===== src/rtl/core/csrs_pkg.sv =====
`timescale 1ns / 1ps

package csrs_pkg;

  localparam int unsigned KIND_W     = 2;
  localparam int unsigned CLIENT_W   = 8;
  localparam int unsigned AMOUNT_W   = 16;
  localparam int unsigned STATUS_W   = 3;
  localparam int unsigned BUDGET_W   = 16;
  localparam int unsigned DIVISOR_W  = 10;
  localparam int unsigned CFG_IDX_W  = 2;
  localparam int unsigned ENTRY_W    = CLIENT_W + AMOUNT_W;
  localparam int unsigned DIV_STEPS  = BUDGET_W;
  localparam int unsigned DIV_CNT_W  = $clog2(DIV_STEPS);

  localparam logic [BUDGET_W-1:0]  BUDGET_RESET  = BUDGET_W'(1000);
  localparam logic [DIVISOR_W-1:0] DIVISOR_RESET = DIVISOR_W'(10);

  typedef enum logic [KIND_W-1:0] {
    KIND_ENQUEUE = 2'd0,
    KIND_TICK    = 2'd1,
    KIND_SERVE   = 2'd2,
    KIND_UNUSED  = 2'd3
  } kind_e;

  typedef enum logic [STATUS_W-1:0] {
    ST_GRANTED  = 3'd0,
    ST_QUEUED   = 3'd1,
    ST_DROPPED  = 3'd2,
    ST_IDLE     = 3'd3,
    ST_REFILLED = 3'd4
  } status_e;

  localparam logic [CFG_IDX_W-1:0] CFG_REFILL  = 2'd0;
  localparam logic [CFG_IDX_W-1:0] CFG_DIVISOR = 2'd1;

  typedef struct packed {
    logic busy;
    logic done;
  } div_stat_t;

endpackage


===== src/rtl/core/credit_share_request_scheduler_top.sv =====
`timescale 1ns / 1ps

// Credit-share request scheduler: a FIFO of pending requests (client tag and
// block amount) and one shared block budget. Enqueue, refill-tick and unused
// items, and a serve on an empty FIFO or a zero budget, are handled when
// accepted and yield their result on the next edge. A serve item on a
// non-empty FIFO with a non-zero budget waits for the 16-step restoring
// divider that works out budget / share_divisor one quotient bit a cycle.
// The input is not ready while a serve is in progress or while a result is
// still held and not being taken. Every item gives exactly one result.
module credit_share_request_scheduler_top import csrs_pkg::*; #(
  parameter int unsigned QUEUE_DEPTH = 16
) (
  input  logic                 clk_i,
  input  logic                 rst_ni,
  input  logic                 cfg_valid_i,
  output logic                 cfg_ready_o,
  input  logic [CFG_IDX_W-1:0] cfg_index_i,
  input  logic [BUDGET_W-1:0]  cfg_data_i,
  input  logic                 in_valid_i,
  output logic                 in_ready_o,
  input  logic [KIND_W-1:0]    kind_i,
  input  logic [CLIENT_W-1:0]  client_i,
  input  logic [AMOUNT_W-1:0]  amount_i,
  output logic                 out_valid_o,
  input  logic                 out_ready_i,
  output logic [STATUS_W-1:0]  status_o,
  output logic [CLIENT_W-1:0]  grant_client_o,
  output logic [AMOUNT_W-1:0]  granted_o,
  output logic [AMOUNT_W-1:0]  left_over_o,
  output logic [BUDGET_W-1:0]  budget_left_o
);

  localparam int unsigned PTR_W = $clog2(QUEUE_DEPTH);
  localparam int unsigned CNT_W = $clog2(QUEUE_DEPTH + 1);

  localparam logic S_IDLE = 1'b0;
  localparam logic S_DIV  = 1'b1;

  logic                 state_q, state_d;
  logic [PTR_W-1:0]     head_q, head_d;
  logic [PTR_W-1:0]     tail_q, tail_d;
  logic [CNT_W-1:0]     fill_q, fill_d;
  logic [BUDGET_W-1:0]  budget_q, budget_d;
  logic [BUDGET_W-1:0]  refill_q;
  logic [DIVISOR_W-1:0] divisor_q;

  logic                 out_valid_q, out_valid_d;
  logic [STATUS_W-1:0]  status_q, status_d;
  logic [CLIENT_W-1:0]  gclient_q, gclient_d;
  logic [AMOUNT_W-1:0]  granted_q, granted_d;
  logic [AMOUNT_W-1:0]  left_q, left_d;
  logic [BUDGET_W-1:0]  bleft_q, bleft_d;

  logic                 in_acc;
  logic                 full;
  logic                 div_start;
  logic [DIVISOR_W-1:0] div_eff;
  div_stat_t            div_stat;
  logic [BUDGET_W-1:0]  cap;

  logic                 ram_we;
  logic [PTR_W-1:0]     ram_waddr;
  logic [ENTRY_W-1:0]   ram_wdata;
  logic [ENTRY_W-1:0]   head_entry;
  logic [CLIENT_W-1:0]  head_client;
  logic [AMOUNT_W-1:0]  head_amount;
  logic [AMOUNT_W-1:0]  grant;
  logic [AMOUNT_W-1:0]  remain;

  assign cfg_ready_o = 1'b1;
  assign in_ready_o  = (state_q == S_IDLE) && (!out_valid_q || out_ready_i);
  assign in_acc      = in_valid_i && in_ready_o;
  assign full        = fill_q == CNT_W'(QUEUE_DEPTH);
  assign div_eff     = (divisor_q == '0) ? DIVISOR_W'(1) : divisor_q;

  assign head_client = head_entry[ENTRY_W-1:AMOUNT_W];
  assign head_amount = head_entry[AMOUNT_W-1:0];
  assign grant       = (head_amount > cap) ? cap : head_amount;
  assign remain      = head_amount - grant;

  function automatic logic [PTR_W-1:0] ptr_next(input logic [PTR_W-1:0] p);
    ptr_next = (p == PTR_W'(QUEUE_DEPTH - 1)) ? '0 : p + 1'b1;
  endfunction

  csrs_div u_div (
    .clk_i      (clk_i),
    .rst_ni     (rst_ni),
    .start_i    (div_start),
    .dividend_i (budget_q),
    .divisor_i  (div_eff),
    .stat_o     (div_stat),
    .quotient_o (cap)
  );

  csrs_ram #(
    .WIDTH (ENTRY_W),
    .DEPTH (QUEUE_DEPTH)
  ) u_store (
    .clk_i   (clk_i),
    .we_i    (ram_we),
    .waddr_i (ram_waddr),
    .wdata_i (ram_wdata),
    .raddr_i (head_q),
    .rdata_o (head_entry)
  );

  always_comb begin
    state_d     = state_q;
    head_d      = head_q;
    tail_d      = tail_q;
    fill_d      = fill_q;
    budget_d    = budget_q;
    out_valid_d = out_valid_q && !out_ready_i;
    status_d    = status_q;
    gclient_d   = gclient_q;
    granted_d   = granted_q;
    left_d      = left_q;
    bleft_d     = bleft_q;
    div_start   = 1'b0;
    ram_we      = 1'b0;
    ram_waddr   = tail_q;
    ram_wdata   = {client_i, amount_i};

    unique case (state_q)
      S_IDLE: begin
        if (in_acc) begin
          out_valid_d = 1'b1;
          status_d    = ST_IDLE;
          gclient_d   = '0;
          granted_d   = '0;
          left_d      = '0;
          bleft_d     = budget_q;
          unique case (kind_e'(kind_i))
            KIND_ENQUEUE: begin
              if (full) begin
                status_d = ST_DROPPED;
              end else begin
                ram_we   = 1'b1;
                tail_d   = ptr_next(tail_q);
                fill_d   = fill_q + 1'b1;
                status_d = ST_QUEUED;
              end
            end
            KIND_TICK: begin
              budget_d = refill_q;
              bleft_d  = refill_q;
              status_d = ST_REFILLED;
            end
            KIND_SERVE: begin
              if (fill_q != '0 && budget_q != '0) begin
                // hold the result until the cap is known
                out_valid_d = 1'b0;
                div_start   = 1'b1;
                state_d     = S_DIV;
              end
            end
            default: ;
          endcase
        end
      end
      S_DIV: begin
        if (div_stat.done) begin
          head_d   = ptr_next(head_q);
          budget_d = budget_q - grant;
          if (remain != '0) begin
            // rotate the entry to the tail; the pop leaves room for it
            ram_we    = 1'b1;
            ram_wdata = {head_client, remain};
            tail_d    = ptr_next(tail_q);
          end else begin
            fill_d = fill_q - 1'b1;
          end
          out_valid_d = 1'b1;
          status_d    = ST_GRANTED;
          gclient_d   = head_client;
          granted_d   = grant;
          left_d      = remain;
          bleft_d     = budget_q - grant;
          state_d     = S_IDLE;
        end
      end
      default: state_d = S_IDLE;
    endcase
  end

  always_ff @(posedge clk_i or negedge rst_ni) begin
    if (!rst_ni) begin
      state_q     <= S_IDLE;
      head_q      <= '0;
      tail_q      <= '0;
      fill_q      <= '0;
      budget_q    <= BUDGET_RESET;
      refill_q    <= BUDGET_RESET;
      divisor_q   <= DIVISOR_RESET;
      out_valid_q <= 1'b0;
    end else begin
      state_q     <= state_d;
      head_q      <= head_d;
      tail_q      <= tail_d;
      fill_q      <= fill_d;
      budget_q    <= budget_d;
      out_valid_q <= out_valid_d;
      if (cfg_valid_i && cfg_ready_o) begin
        if (cfg_index_i == CFG_REFILL) begin
          refill_q <= cfg_data_i;
        end else if (cfg_index_i == CFG_DIVISOR) begin
          divisor_q <= cfg_data_i[DIVISOR_W-1:0];
        end
      end
    end
  end

  always_ff @(posedge clk_i) begin
    status_q  <= status_d;
    gclient_q <= gclient_d;
    granted_q <= granted_d;
    left_q    <= left_d;
    bleft_q   <= bleft_d;
  end

  assign out_valid_o    = out_valid_q;
  assign status_o       = status_q;
  assign grant_client_o = gclient_q;
  assign granted_o      = granted_q;
  assign left_over_o    = left_q;
  assign budget_left_o  = bleft_q;

  // tail must always sit fill entries past head, modulo the depth
  logic [CNT_W:0] ptr_sum;
  logic [CNT_W:0] ptr_wrap;
  assign ptr_sum  = (CNT_W+1)'(head_q) + (CNT_W+1)'(fill_q);
  assign ptr_wrap = (ptr_sum >= (CNT_W+1)'(QUEUE_DEPTH)) ?
                    ptr_sum - (CNT_W+1)'(QUEUE_DEPTH) : ptr_sum;

  a_fill_bound: assert property (@(posedge clk_i) disable iff (!rst_ni)
    fill_q <= CNT_W'(QUEUE_DEPTH))
    else $error("fill count exceeds queue depth");

  a_ptr_consistent: assert property (@(posedge clk_i) disable iff (!rst_ni)
    ptr_wrap == (CNT_W+1)'(tail_q))
    else $error("head, tail and fill count disagree");

  a_budget_rise: assert property (@(posedge clk_i) disable iff (!rst_ni)
    (state_q == S_IDLE && !(in_acc && kind_i == KIND_TICK)) |=>
      (budget_q <= $past(budget_q)))
    else $error("budget grew without a refill tick");

  a_serve_done: assert property (@(posedge clk_i) disable iff (!rst_ni)
    (state_q == S_DIV && div_stat.done) |=> (out_valid_q && state_q == S_IDLE))
    else $error("serve finished without a result");

endmodule


===== src/rtl/core/csrs_ram.sv =====
`timescale 1ns / 1ps

module csrs_ram #(
  parameter int unsigned WIDTH = 24,
  parameter int unsigned DEPTH = 16
) (
  input  logic                     clk_i,
  input  logic                     we_i,
  input  logic [$clog2(DEPTH)-1:0] waddr_i,
  input  logic [WIDTH-1:0]         wdata_i,
  input  logic [$clog2(DEPTH)-1:0] raddr_i,
  output logic [WIDTH-1:0]         rdata_o
);

  logic [WIDTH-1:0] mem_q [DEPTH];
  logic [WIDTH-1:0] rdata_q;

  always_ff @(posedge clk_i) begin
    if (we_i) begin
      mem_q[waddr_i] <= wdata_i;
    end
    rdata_q <= mem_q[raddr_i];
  end

  assign rdata_o = rdata_q;

endmodule


===== src/rtl/core/csrs_div.sv =====
`timescale 1ns / 1ps

module csrs_div import csrs_pkg::*; (
  input  logic                 clk_i,
  input  logic                 rst_ni,
  input  logic                 start_i,
  input  logic [BUDGET_W-1:0]  dividend_i,
  input  logic [DIVISOR_W-1:0] divisor_i,
  output div_stat_t            stat_o,
  output logic [BUDGET_W-1:0]  quotient_o
);

  logic                 busy_q, busy_d;
  logic                 done_q, done_d;
  logic [DIV_CNT_W-1:0] cnt_q, cnt_d;
  logic [DIVISOR_W-1:0] div_q, div_d;
  logic [DIVISOR_W-1:0] rem_q, rem_d;
  logic [BUDGET_W-1:0]  quo_q, quo_d;
  logic [DIVISOR_W:0]   trial;
  logic                 fits;

  // one restoring step: bring down the next dividend bit, subtract if it fits
  assign trial = {rem_q, quo_q[BUDGET_W-1]};
  assign fits  = trial >= {1'b0, div_q};

  always_comb begin
    busy_d = busy_q;
    done_d = 1'b0;
    cnt_d  = cnt_q;
    div_d  = div_q;
    rem_d  = rem_q;
    quo_d  = quo_q;
    if (start_i) begin
      busy_d = 1'b1;
      cnt_d  = '0;
      div_d  = divisor_i;
      rem_d  = '0;
      quo_d  = dividend_i;
    end else if (busy_q) begin
      rem_d = fits ? DIVISOR_W'(trial - {1'b0, div_q}) : DIVISOR_W'(trial);
      quo_d = {quo_q[BUDGET_W-2:0], fits};
      cnt_d = cnt_q + 1'b1;
      if (cnt_q == DIV_CNT_W'(DIV_STEPS - 1)) begin
        busy_d = 1'b0;
        done_d = 1'b1;
      end
    end
  end

  always_ff @(posedge clk_i or negedge rst_ni) begin
    if (!rst_ni) begin
      busy_q <= 1'b0;
      done_q <= 1'b0;
      cnt_q  <= '0;
    end else begin
      busy_q <= busy_d;
      done_q <= done_d;
      cnt_q  <= cnt_d;
    end
  end

  always_ff @(posedge clk_i) begin
    div_q <= div_d;
    rem_q <= rem_d;
    quo_q <= quo_d;
  end

  assign stat_o.busy = busy_q;
  assign stat_o.done = done_q;
  assign quotient_o  = quo_q;

endmodule


===== config.mk =====
export PLATFORM = sky130hd
export DESIGN_NAME = credit_share_request_scheduler_top
export DESIGN_NICKNAME = d
export VERILOG_FILES = /design/src/rtl/core/csrs_pkg.sv /design/src/rtl/core/credit_share_request_scheduler_top.sv /design/src/rtl/core/csrs_ram.sv /design/src/rtl/core/csrs_div.sv
export SDC_FILE = /design/constraint.sdc
export NUM_CORES = 1
export LEC_CHECK = 0
export ABC_CLOCK_PERIOD_IN_PS = 19300
export BUFFER_PORTS_ARGS = -buffer_cell sky130_fd_sc_hd__buf_2
export CAP_MARGIN = 15
export CORE_MARGIN = 8
export CORE_UTILIZATION = 47
export DETAILED_ROUTE_END_ITERATION = 8
export GPL_TIMING_DRIVEN = 0
export SLEW_MARGIN = 20
export SYNTH_ARGS = -nofsm -noshare
export SYNTH_HDL_FRONTEND = slang
export SYNTH_SLANG_ARGS = --single-unit

===== constraint.sdc =====
create_clock -name clk_i -period 19.3 [get_ports clk_i]
set_input_delay 1.93 -clock clk_i [delete_from_list [all_inputs] [get_ports clk_i]]
set_output_delay 1.93 -clock clk_i [all_outputs]
set_load 0.03 [all_outputs]

# Yosys cells after proc, flatten, opt, wreduce, memory -nomap -nowiden
# Memory sizes are Yosys's and may differ from the RTL's. A register that Yosys moved wholly into a read port is not among the register bits.
# Cells that the tools add are included.
[totals]
reg_bits = 158
latch_bits = 0
ram_bits = 384
romBits = 0
word_cells = 130
memories = 1
[op_classes]
n_addsub = 8
mul = 0
n_div = 0
magnitude_cmp = 2
eq_ne = 13
shift = 0
mux = 65
bitwise = 2
n_reduce_logical = 20
[memory_table]
columns = ["memory", "depth", "width", "rd", "rd_ports_with_merged_regs", "wr", "line", "source"]
rows = [
  ["u_store.mem_q", 16, 24, 1, 1, 1, "csrs_ram.sv:15", "logic [WIDTH-1:0] mem_q [DEPTH];"],
]
[op_table]
columns = ["op", "n"]
rows = [
  ["2-to-1 mux 16 bit", 9],
  ["one-hot mux 16 bit (2 select lines)", 3],
  ["2-to-1 mux 24 bit", 3],
  ["2-to-1 mux 4 bit", 9],
  ["nonzero test 16 bit", 2],
  ["subtractor 16 bit", 2],
  ["2-to-1 mux 5 bit", 5],
  ["2-to-1 mux 1 bit", 22],
  ["greater-than comparator 16 bit", 1],
  ["2-to-1 mux 8 bit", 2],
  ["one-hot mux 8 bit (2 select lines)", 1],
  ["adder 4 x 1 -> 4 bit, second input constant", 3],
  ["== test 4 bit, second input constant", 3],
  ["one-hot mux 3 bit (2 select lines)", 2],
  ["greater-or-equal comparator 11 x 10 -> 1 bit", 1],
  ["zero test 10 bit", 1],
  ["2-to-1 mux 10 bit", 1],
  ["one-hot mux 5 bit (2 select lines)", 1],
  ["AND reduction 5 bit", 2],
  ["subtractor 10 bit", 1],
  ["one-hot mux 4 bit (2 select lines)", 1],
  ["2-to-1 mux 3 bit", 2],
  ["inequality test 2 x 1 -> 1 bit, second input constant", 3],
  ["inequality test 2 bit, second input constant", 3],
  ["16 further kinds", 27],
]

# Depth between registers and ports, before layout
[logic_depth]
word_depth = 9
depth_mapped = 29
ltp_nobuf = 24

# Modules after synthesis
# Synthesis repeated with hierarchy kept, for this count alone.
[hier_totals]
hier_cells = 1739
area_unflattened_um2 = 25524.5
[by_module_without_submodules]
columns = ["module", "instances", "cells_per_inst", "area_each_um2", "seq_area_each_um2"]
rows = [
  ["csrs_ram", 1, 636, 14933.1, 12011.5],
  ["credit_share_request_scheduler_top", 1, 921, 8418.1, 3215.6],
  ["csrs_div", 1, 182, 2173.3, 1131.1],
]

# Worst setup path after synthesis
# No wires, ideal clock.
[synth_path]
kind = "reg2reg"
start = "reg u_div.quo_q[15], in the netlist u_div.quotient_o[15]"
end = "mem u_store.mem_q[0][0] (enable)"
setup_ns = 0.474
arrival_ns = 7.882
required_ns = 18.826
slack_ns = 10.943
path_stages_with_launch = 28
n_path_buf = 6
period_less_slack_ns = 8.357
cell_sequence = "edfxtp_1 -> inv_1 -> ha_1 -> nand4_1 -> nor2_1 -> or4_1 -> or3_4 -> and2_1 -> buf_2 -> buf_6 -> clkbuf_1 -> clkbuf_1 -> nand2_1 -> o21ai_0 -> ha_1 -> inv_1 -> ha_1 -> clkbuf_1 -> nor2_1 -> a31oi_1 -> o221ai_2 -> o311a_1 -> xnor2_1 -> nor4b_2 -> a31oi_4 -> a21oi_4 -> buf_4 -> nor4b_1"
[synth_via]
elab_chain_len = 9
[synth_rtl]
columns = ["element", "line", "source"]
rows = [
  ["start: declaration", "csrs_div.sv:18", "logic [BUDGET_W-1:0] quo_q, quo_d;"],
  ["start signal: assignment", "csrs_div.sv:65", "quo_q <= quo_d;"],
  ["greater-than comparator 16 bit", "credit_share_request_scheduler_top.sv:79", "assign grant = (head_amount > cap) ? cap : head_amount;"],
  ["2-to-1 mux 16 bit", "credit_share_request_scheduler_top.sv:79", ""],
  ["net grant[0]", "credit_share_request_scheduler_top.sv:68", "logic [AMOUNT_W-1:0] grant;"],
  ["subtractor 16 bit", "credit_share_request_scheduler_top.sv:80", "assign remain = head_amount - grant;"],
  ["nonzero test 16 bit", "credit_share_request_scheduler_top.sv:166", "if (remain != '0) begin"],
  ["2-to-1 mux 1 bit", "credit_share_request_scheduler_top.sv:166", ""],
  ["2-to-1 mux 1 bit", "credit_share_request_scheduler_top.sv:163", "if (div_stat.done) begin"],
  ["one-hot mux 1 bit (2 select lines)", "credit_share_request_scheduler_top.sv:125", "unique case (state_q)"],
  ["2-to-1 mux 1 bit", "csrs_ram.sv:19", "if (we_i) begin"],
  ["2-to-1 mux 1 bit (not written as such)", "csrs_ram.sv:20", "mem_q[waddr_i] <= wdata_i;"],
  ["end: declaration", "csrs_ram.sv:15", ""],
]
# The timed path passes the listed nets, and every way through them passes these cells.

# Final worst setup path
[layout_path]
start = "reg u_div.quo_q[15], in the netlist u_div.quotient_o[15]"
end = "mem u_store.mem_q[2][14] (enable)"
# Same word-level chain as after synthesis.

==> impl_metrics.env <==
export IMPL_critPathCaptureType="flop"
export IMPL_worst_ep_required_time_ns=19.65
export IMPL_timing_reg2reg_setup_slack_ns=8.84
export IMPL_synth_ff_type="sky130_fd_sc_hd__edfxtp_1"
export IMPL_dieArea_um2=61670
export IMPL_least_margin_pin_slew_ns=1.247
export IMPL_clock_tree_buffer_depth=3
export IMPL_drc_errors=0
export IMPL_grt_busiest_layer="met2"
export IMPL_cp_data_arrival_time_ns=10.81
export IMPL_worst_rel_slew_slack_pct=16.27
export IMPL_cpLargestDelayFamily="buffers and inverters"
export IMPL_worst_hold_path_num_cells=2
export IMPL_ctsHtreeMaxLevel=2
export IMPL_critPathMaxFanout=10
export IMPL_capture_point_of_the_worst_reg_to_reg_path="u_store.mem_q[2][14]$_DFFE_PP_"
export IMPL_synth_warnings=0
export IMPL_finalSetupViolCount=0
export IMPL_placeable_core_area_um2=53600
export IMPL_layout_cells_most_common="sky130_fd_sc_hd__edfxtp_1"
export IMPL_grt_overflow=0
export IMPL_finalNetCount=1988
export IMPL_preCtsSetupSlack_ns=8.847
export IMPL_clock_tree_from_tritoncts="done"
export IMPL_fmax_mhz=95.57
export IMPL_worst_hold_slack_ns=0.4810
export IMPL_mostFrequentLayoutCells="sky130_fd_sc_hd__edfxtp_1, sky130_fd_sc_hd__buf_2, sky130_fd_sc_hd__mux4_2, sky130_fd_sc_hd__nor2_1, sky130_fd_sc_hd__nand2_1"
export IMPL_post_synth_instance_area_um2=25370
export IMPL_syn_num_nets=1776
export IMPL_antenna_left=0
export IMPL_worstRegToRegCells=29
export IMPL_synth_edff_count=469
export IMPL_max_stage_delay_ns=0.69
export IMPL_cts_repair_resize_count=0
export IMPL_cp_buffers_inverters=11
export IMPL_post_synth_cell_area_avg_um2=15.10
export IMPL_sum_of_negative_setup_slack_ns=0
export IMPL_initial_utilization_pct=47.33
export IMPL_layout_area_overhead_vs_synth_pct=15.81
export IMPL_globalRouteMet3Util_pct=3.495
export IMPL_cts_buffers=59
export IMPL_reg2reg_from="u_div.quotient_o[15]$_DFFE_PP_"
export IMPL_number_of_global_route_vias_before_repair=15750
export IMPL_dr_pass1_iters=5
export IMPL_run_status="finished clean"
export IMPL_criticalPathCategory="reg2reg"
export IMPL_grt_max_degree=48
export IMPL_fp_row_count=85
export IMPL_min_period_over_period_pct=54.22
export IMPL_clock_skew_final_ns=0.04313
export IMPL_synth_yosys_seq_area_share_pct=64.47
export IMPL_cts_hold_repair_buffers=0
export IMPL_critical_path_startpoint_type="flop"
export IMPL_post_route_min_period_ns=10.46
export IMPL_grt_use_met2_pct=38.22
export IMPL_drtIter0Drc=1480
export IMPL_fp_dieW_um=248.3
export IMPL_timing_final_hold_violations=0
export IMPL_clkSlewWorstSetupHoldPaths_ns=0.06
export IMPL_grtUsageMet1_pct=28.67
export IMPL_gp_congestion=0.9091
export IMPL_ys_ff_latch=566
export IMPL_critical_path_slowest_cell="sky130_fd_sc_hd__nor4b_2"
export IMPL_holdCritStartpoint="u_div.rem_q[9]$_SDFFE_PP0P_"
export IMPL_grt_first_pass_wirelength_mm=101.1
export IMPL_min_delay_worst_endpoint="u_div.rem_q[9]$_SDFFE_PP0P_"
export IMPL_dr_wl_cell_um=25.61
export IMPL_clk_latency_ns=0.65
export IMPL_synth_async_sr_flop_share_pct=11.13
export IMPL_top_level_ports=111
export IMPL_report_final_slew_viol_count=0
export IMPL_postRouteWirelength_mm=67.62
export IMPL_power_leakage_uw=0.01037
export IMPL_grt_antenna_before_repair=1
export IMPL_yosysUniqueCellTypes=88
export IMPL_dp_final_hpwl_mm=48.34
export IMPL_setup_ws_ns=8.836
export IMPL_worstHoldPathType="reg2reg"
export IMPL_post_drt_via_cell_ratio=5.856
export IMPL_synthCells=1680
export IMPL_postCtsSetupRepairBufs=0
export IMPL_worst_ir_drop_vdd_v=0.00008712
export IMPL_clock_root_buffer="sky130_fd_sc_hd__clkbuf_16"
export IMPL_total_power_uw=5536
export IMPL_number_of_buffers_added_on_ports=109
export IMPL_drive_gt1_share_pct=25.99
export IMPL_die_h_um=248.3
export IMPL_p_per_area_nw_per_um2=188.4
export IMPL_timing_max_cap_violations=0
export IMPL_clkSinkCount=566
export IMPL_grt_setup_unrepaired="no"
export IMPL_dr_total_vias=15460
export IMPL_globalRouteTotalUtil_pct=22.21
[worst max-delay path by stage]
stage	startpoint	to	slack (ns)	depth (start not counted)
floorplan	u_div.quotient_o[15]$_DFFE_PP_	u_store.mem_q[0][0]$_DFFE_PP_	10.94	27
global placement	u_div.quotient_o[15]$_DFFE_PP_	u_store.mem_q[0][16]$_DFFE_PP_	4.12	26
detailed placement	u_div.quotient_o[15]$_DFFE_PP_	u_store.mem_q[2][16]$_DFFE_PP_	8.85	29
CTS	u_div.quotient_o[15]$_DFFE_PP_	u_store.mem_q[2][11]$_DFFE_PP_	8.80	29
global route	u_div.quotient_o[15]$_DFFE_PP_	u_store.mem_q[2][13]$_DFFE_PP_	8.48	29
finish	u_div.quotient_o[15]$_DFFE_PP_	u_store.mem_q[2][14]$_DFFE_PP_	8.84	29
[cells in the mapped netlist, drive strengths merged (21+ instances only)]
cell / count / area [µm²]
xnor2: 30 / 262.8
clkbuf: 68 / 255.2
dfxtp: 34 / 680.7
mux4: 120 / 2703
nor2: 118 / 442.9
nand2: 103 / 386.6
dfrtp: 49 / 1226
edfxtp: 469 / 14080
and2: 28 / 175.2
buf: 26 / 123.9
o21ai: 70 / 350.3
nand2b: 24 / 150.1
inv: 53 / 198.9
a21oi: 74 / 381.6
ha: 45 / 563.0
mux2: 55 / 619.3
mux2i: 21 / 210.2
[tightest hold or removal path, stage by stage (launching register included)]
cell and delay, ns:
sky130_fd_sc_hd__dfxtp_1 0.31, sky130_fd_sc_hd__nand2b_1 0.07, sky130_fd_sc_hd__a21oi_1 0.06
[registers in the layout, indices dropped and copies added, names as in the netlist, 5 cells and up]
signal / flops
u_div.quotient_o: 16
granted_o: 16
grant_client_o: 8
u_store.mem_q: 384
refill_q: 16
left_over_o: 16
u_div.rem_q: 10
budget_left_o: 16
u_store.rdata_o: 24
budget_q: 16
fill_q: 5
divisor_q: 10
u_div.div_q: 10
[area by class of cell]
type | instances | area (µm²)
Antenna cell | 1 | 2.502
Tap cell | 696 | 870.8
Fill cell | 4388 | 24220
Inverter | 54 | 202.7
Timing Repair Buffer | 151 | 1069
Clock buffer | 74 | 1603
Multi-Input combinational cell | 966 | 8504
Buffer | 94 | 392.9
Sequential cell | 566 | 16360
Clock inverter | 38 | 380.4
[power breakdown]
part / switching [µW] / internal, µW
Sequential: 116 / 1580
Clock: 500 / 649
Combinational: 1710 / 982
[layer usage]
layer / routed length [µm] / part of all wire (%)
met3: 3838 / 5.7
met5: 0 / 0
met2: 33890 / 50
met1: 28110 / 42
met4: 1777 / 2.6
[kinds of logic (layout without fill, tap and decap cells)]
| kind of cell | Yosys count | count (layout) | share of synthesized area [%] |
|---|---|---|---|
| muxes | 196 | 196 | 13.92 |
| DFF | 566 | 566 | 64.47 |
| AOI/OAI and AO/OA | 295 | 295 | 7.920 |
| adders and majority gates | 52 | 52 | 2.579 |
| other | 1 | 2 | 0.01478 |
| and+or+nand+nor | 375 | 375 | 7.175 |
| buffers and inverters | 148 | 411 | 2.293 |
| xor gates and xnor gates | 47 | 47 | 1.622 |
[through the flow]
stage	utilization (%)	std cells	instance area (µm²)
global placement	49.98	2485	26790
CTS	54.79	2639	29370
global route	54.81	2639	29380
finish	54.82	2640	29380
detailed placement	51.09	2527	27380
floorplan	-	1680	25370
Note: power is estimated with default switching activity, not from simulation.
